File: config.mk
export PLATFORM = sky130hd
export DESIGN_NAME = apr_ctrl
export DESIGN_NICKNAME = d
export VERILOG_FILES = /design/src/hdl/apr_pkg.sv /design/src/hdl/apr_ctrl.sv
export SDC_FILE = /design/constraint.sdc
export NUM_CORES = 1
export LEC_CHECK = 0
export ABC_AREA = 1
export BUFFER_PORTS_ARGS = -buffer_cell sky130_fd_sc_hd__buf_2
export CAP_MARGIN = 20
export CORE_AREA = 4 4 41 43
export DETAILED_ROUTE_END_ITERATION = 8
export DIE_AREA = 0 0 45 47
export GPL_TIMING_DRIVEN = 0
export PLACE_DENSITY = 0.69
export REMOVE_ABC_BUFFERS = 1
export SYNTH_ARGS = -nofsm -noshare
export SYNTH_HDL_FRONTEND = slang
export SYNTH_SLANG_ARGS = --single-unit
File: constraint.sdc
create_clock -name clk -period 3.6 [get_ports clk]
set_input_delay 0.54 -clock clk [delete_from_list [all_inputs] [get_ports clk]]
set_output_delay 0.54 -clock clk [all_outputs]
set_load 0.005 [all_outputs]
File: src/hdl/apr_pkg.sv
// Shared types and constants for the adaptive particle resampler.
package apr_pkg;

    localparam int PARTICLES = 64;
    localparam int IDX_W     = $clog2(PARTICLES);
    localparam int CNT_W     = IDX_W + 1;
    localparam int W_W       = 16;
    localparam int TOT_W     = 22;
    localparam int AVG_W     = 17;
    localparam int R_W       = 17;
    localparam int DIVD_W    = 33;
    localparam int DIVS_W    = 17;
    localparam int DCNT_W    = 6;
    localparam int RN_W      = R_W + CNT_W;
    localparam int KT_W      = TOT_W + 4;
    localparam int RS_W      = TOT_W + 5;
    localparam int ACC_W     = 51;

    localparam logic [1:0] REG_ALPHA_SLOW   = 2'd0;
    localparam logic [1:0] REG_ALPHA_FAST   = 2'd1;
    localparam logic [1:0] REG_WEIGHT_FLOOR = 2'd2;

    localparam logic [R_W-1:0] R_ONE = 17'h10000;

    typedef struct packed {
        logic load;
        logic div_mean;
        logic take_mean;
        logic blend_mul;
        logic blend_upd;
        logic div_ratio;
        logic take_ratio;
        logic ratio_full;
        logic clr_j;
        logic prep1;
        logic prep2;
        logic mac;
        logic emit_draw;
        logic adv_i;
        logic emit_tmpl;
    } cmd_t;

    typedef struct packed {
        logic div_done;
        logic slow_zero;
        logic r_zero;
        logic hit;
        logic i_done;
        logic j_done;
        logic out_free;
    } stat_t;

endpackage

File: src/hdl/apr_ctrl.sv
// Sequencing state machine of the resampler.
module apr_ctrl (
    input  logic           clk,
    input  logic           rst_n,
    input  logic           in_valid,
    input  logic           has_observations,
    input  logic           last,
    output logic           in_stall,
    input  apr_pkg::stat_t stat,
    output apr_pkg::cmd_t  cmd
);
    import apr_pkg::*;

    localparam logic [3:0] S_IDLE  = 4'd0;
    localparam logic [3:0] S_DIVM  = 4'd1;
    localparam logic [3:0] S_WAITM = 4'd2;
    localparam logic [3:0] S_BMUL  = 4'd3;
    localparam logic [3:0] S_BUPD  = 4'd4;
    localparam logic [3:0] S_CHKR  = 4'd5;
    localparam logic [3:0] S_WAITR = 4'd6;
    localparam logic [3:0] S_RZ    = 4'd7;
    localparam logic [3:0] S_PREP1 = 4'd8;
    localparam logic [3:0] S_PREP2 = 4'd9;
    localparam logic [3:0] S_RD    = 4'd10;
    localparam logic [3:0] S_MAC   = 4'd11;
    localparam logic [3:0] S_CMP   = 4'd12;
    localparam logic [3:0] S_TMPL  = 4'd13;

    logic [3:0] state_reg, state_next;
    logic       accept;

    assign in_stall = (state_reg != S_IDLE);
    assign accept   = in_valid && !in_stall;

    always_comb
    begin
        cmd        = '0;
        state_next = state_reg;
        case (state_reg)
            S_IDLE:
            begin
                cmd.load = accept;
                if (accept && last && has_observations)
                    state_next = S_DIVM;
            end
            S_DIVM:
            begin
                cmd.div_mean = 1'b1;
                state_next   = S_WAITM;
            end
            S_WAITM:
            begin
                if (stat.div_done)
                begin
                    cmd.take_mean = 1'b1;
                    state_next    = S_BMUL;
                end
            end
            S_BMUL:
            begin
                cmd.blend_mul = 1'b1;
                state_next    = S_BUPD;
            end
            S_BUPD:
            begin
                cmd.blend_upd = 1'b1;
                state_next    = S_CHKR;
            end
            S_CHKR:
            begin
                if (stat.slow_zero)
                begin
                    cmd.ratio_full = 1'b1;
                    state_next     = S_RZ;
                end
                else
                begin
                    cmd.div_ratio = 1'b1;
                    state_next    = S_WAITR;
                end
            end
            S_WAITR:
            begin
                if (stat.div_done)
                begin
                    cmd.take_ratio = 1'b1;
                    state_next     = S_RZ;
                end
            end
            S_RZ:
            begin
                cmd.clr_j  = 1'b1;
                state_next = stat.r_zero ? S_TMPL : S_PREP1;
            end
            S_PREP1:
            begin
                cmd.prep1  = 1'b1;
                state_next = S_PREP2;
            end
            S_PREP2:
            begin
                cmd.prep2  = 1'b1;
                state_next = S_RD;
            end
            S_RD:
            begin
                state_next = S_MAC;
            end
            S_MAC:
            begin
                cmd.mac    = 1'b1;
                state_next = S_CMP;
            end
            S_CMP:
            begin
                if (stat.hit)
                    cmd.emit_draw = stat.out_free;
                else
                begin
                    cmd.adv_i  = 1'b1;
                    state_next = stat.i_done ? S_TMPL : S_RD;
                end
            end
            S_TMPL:
            begin
                if (stat.j_done)
                    state_next = S_IDLE;
                else
                    cmd.emit_tmpl = stat.out_free;
            end
            default:
            begin
                state_next = S_IDLE;
            end
        endcase
    end

    always_ff @(posedge clk or negedge rst_n)
    begin
        if (!rst_n)
            state_reg <= S_IDLE;
        else
            state_reg <= state_next;
    end

endmodule

Word level (Yosys, flattened, before mapping). Cells that the tools add are included.

Mux-type cells: 29. Equal/unequal tests: 18. Reduce and logical (&&, ||, !) cells: 7.

Operators with widths (count): one-hot mux 4 bit (14 select lines) (1); equality test 4 bit, second input constant (6); 2-to-1 mux 1 bit (20); 2-to-1 mux 4 bit (5); equality test 4 x 3 -> 1 bit, second input constant (4); != test 2 bit, second input constant (5); equality test 4 x 2 -> 1 bit, second input constant (2); 2-to-1 mux 3 bit (2); AND reduction 5 bit (1); equality test 4 x 1 -> 1 bit, second input constant (1); logical NOT 4 bit (1); nonzero test 4 bit (1); logical AND 1 bit (3); 2-to-1 mux 2 bit (1); logical NOT 1 bit (1).

Output and inout port bits: 16. Input port bits: 12. Register bits after elaboration: 4. Word-level logic and storage cells: 55.

Logic depth before layout (Yosys ltp).
Depth after elaboration: 7. Depth in mapped cells: 8. Mapped depth without buffers: 8.

Worst setup path before layout. No wires, ideal clock.

Kind: register -> output. Start point: register state_reg[1]. End point: output port cmd[1] (netlist bit). Required time: 3060 ps. Path buffers: 0. Path slack: 2152 ps. Arrival: 908 ps. Stages on the path, launching flop included: 4. Path through: dfrtp_1 > nor2_2 > inv_1 > nor3_1.

RTL lines: from (decl) (line apr_ctrl.sv:29) `logic [3:0] state_reg, state_next;`; from (signal assigned) (line apr_ctrl.sv:143) `state_reg <= state_next;`; to (decl) (line apr_ctrl.sv:10) `output apr_pkg::cmd_t cmd`.

==> results by group <==
Status
  • Status: complete, no violations

Critical path
  • Worst path required time: between 3 and 4 ns
  • Crit path capture type: output pin
  • Crit path kind: reg2out
  • Critical path startpoint category: flop
  • WP data arrival: 1.35 ns
  • Setup crit end: cmd[2]
  • Worst reg2reg path endpoint: state_reg[0]
  • Worst R2R Start: state_reg[1]
  • Reg2Reg Depth: 6
  • CP Max Fanout: 7
  • Worst setup path startpoint: state_reg[1]
  • Reg2reg setup slack: between 2 and 2.5 ns

Pwr
  • Leakage power: ~0.40 nW
  • Cell Pwr Density: between 700 and 800 nW/um^2
  • Worst vdd ir: between 0.0005 and 0.0006 V

Synthesis
  • Post-synth EDFFs: 0
  • FFs w/ async S/R, synth: 100.0%
  • Flops & latches, synth: 4
  • Largest cells by area after synthesis: dfrtp_1 (24%), nand2_1 (18%), nor2_1 (12%)
  • Synth cell types: 14
  • Most frequent cell after synthesis: nand2_1
  • Sequential area share after synthesis: between 20% and 30%
  • YS warnings: 0
  • Mapped Cells: 78
  • Avg Cell Area, Syn: approximately 5.4 um^2
  • Most frequent cells after synthesis: nand2_1 (20), nor2_1 (13), inv_1 (11), nand3_1 (9)
  • Synth area leader: dfrtp_1
  • Dominant synthesized flop cell: dfrtp_1
  • Cell area after synthesis: 417.9 um^2
  • Share of the synthesized area in the top cell type: 23.95%

Finish
  • Flip-flop count of the largest register after layout: 4
  • Area added between synthesis and finish: 41.02%
  • Reg area: roughly 100 um^2
  • Antenna Cells: 0
  • Share of cells above drive strength 1: 35.51%
  • Nets: between 100 and 150
  • Number of fill cells in the layout: 148
  • Multi-input logic area: ~260 um^2

Route
  • Vias: slightly below 600
  • Routed wire length: ~1300 um
  • Remaining DRCs: 0
  • First-pass iteration count of the detailed router: 4
  • Initial DRC Count: 16
  • Via/cell ratio: just under 5
  • Post-DR wirelength/cell: roughly 10 um
  • Antenna-violating nets left: 0

Timing
  • Fmax: around 530 MHz
  • Final count of pins violating max slew: 0
  • Final min period: between 1.5 and 2 ns
  • Crit share post-route: between 50% and 60%
  • Final Hold Vio Count: 0
  • RSZ-0062 raised after global routing: no
  • Setup TNS Final: 0 ns
  • Slew @ Worst Pin: 0.3022 ns
  • Final setup viols: 0
  • Hold Slack: just under 0.1 ns
  • Slew HR: ~80%
  • Clk_skew: ~0.004 ns

CTS
  • H-tree Lvls: 1
  • Post-CTS Hold Buffers: 0
  • Root buf cell: clkbuf_4
  • Post-cts resize count: 0
  • Clk Latency, worst-skew pair: roughly 0.24 ns
  • CTS tree: yes
  • Clock Tree Buf Depth: 2
  • Post-CTS setup buffers: 0
  • Reg clk slew, reported paths: around 0.04 ns
  • Clock buffer count from CTS: 3
  • Clock Sinks: 4

Floorplan
  • Die Y: 47 um
  • Die Footprint: about 2100 um^2
  • Core ar.: 1301 um^2
  • Boundary pin count: 28
  • Starting Density: 32.12%
  • Die boundary width: between 40 and 50 um
  • Std cell rows: 13

GRT
  • Global-route wire length before repair: around 2000 um
  • Initial antenna violation count: 0
  • Remaining Overflow, GRT: 0
  • Largest net degree at the start of global routing: 10
  • Vias in the first global route: between 400 and 500
  • GRT Util Overall: between 10 and 15%

Placement
  • GPL Wtd Cong: roughly 0.84
  • Hpwl dp: between 1000 and 1500 um
  • Port Buffer Count: 27

Hold path
  • Hold Crit Class: in2async

Job
  • Max-cap violations: 0
-- worst min path at each step --
stage          startpoint      endpoint  cells after the start
2_1_floorplan       rst_n  state_reg[0]                      0
3_3_place_gp        rst_n  state_reg[3]                      1
3_5_place_dp        rst_n  state_reg[3]                      1
4_1_cts             rst_n  state_reg[0]                      1
5_1_grt             rst_n  state_reg[0]                      1
6_report            rst_n  state_reg[0]                      1
-- report_power, final --
part           leakage, nW  switching (mW)  internal (mW)
registers           0.0491          0.0383         0.0683
clock network       0.0138          0.0181         0.0373
logic                0.340           0.180          0.100
total                0.403           0.236          0.206
-- layout make-up --
class                           count  area share [%]
Clock buffer                        3           3.822
Timing Repair Buffer               27           22.93
Sequential cell                     4           16.99
Tap cell                           15           3.185
Inverter                           15           9.554
Multi-Input combinational cell     58           43.52
-- routing by layer --
layer  track usage (%)  routed length (um)  share of wire, %
met1             13.59                 516                40
met2             23.45                 656                51
met4             3.509                   0                 0
met3             4.598                 103               8.1
met5                 0                   0                 0
-- cells in the final DEF, fill, tap and decap left out, types with 4 or more instances in the layout --
| cell type | n |
|---|---|
| buf_2 | 27 |
| dfrtp_1 | 4 |
| inv_1 | 11 |
| inv_2 | 4 |
| nand2_1 | 20 |
| nand3_1 | 9 |
| nor2_1 | 13 |
-- worst max-delay path, cell delays in order, from the launching register on --
cell and delay [ns]:
dfrtp_1 0.44, nor2_2 0.29, nand3_1 0.14, nor2_1 0.11, buf_2 0.12
-- stage by stage --
step                      instances  area, um^2  util (%)  power, mW  worst slack (ns)
after CTS                       122       589.3     45.29     0.4433             1.706
after floorplan                  77       412.9         -     0.2945             2.152
after detailed placement        119       566.8     43.56     0.3808             1.965
after global routing            122       589.3     45.29     0.4924             1.596
after global placement          119       566.8     43.56     0.3774             1.982
final                           122       589.3     45.29     0.4422             1.712
-- cell families after synthesis --
group | count (synthesis) | synth area share (%)
simple gates | 51 | 52.99
compound gates | 7 | 8.380
flops | 4 | 23.95
buf+inv | 16 | 14.67
(Power assumes the default switching activity.)
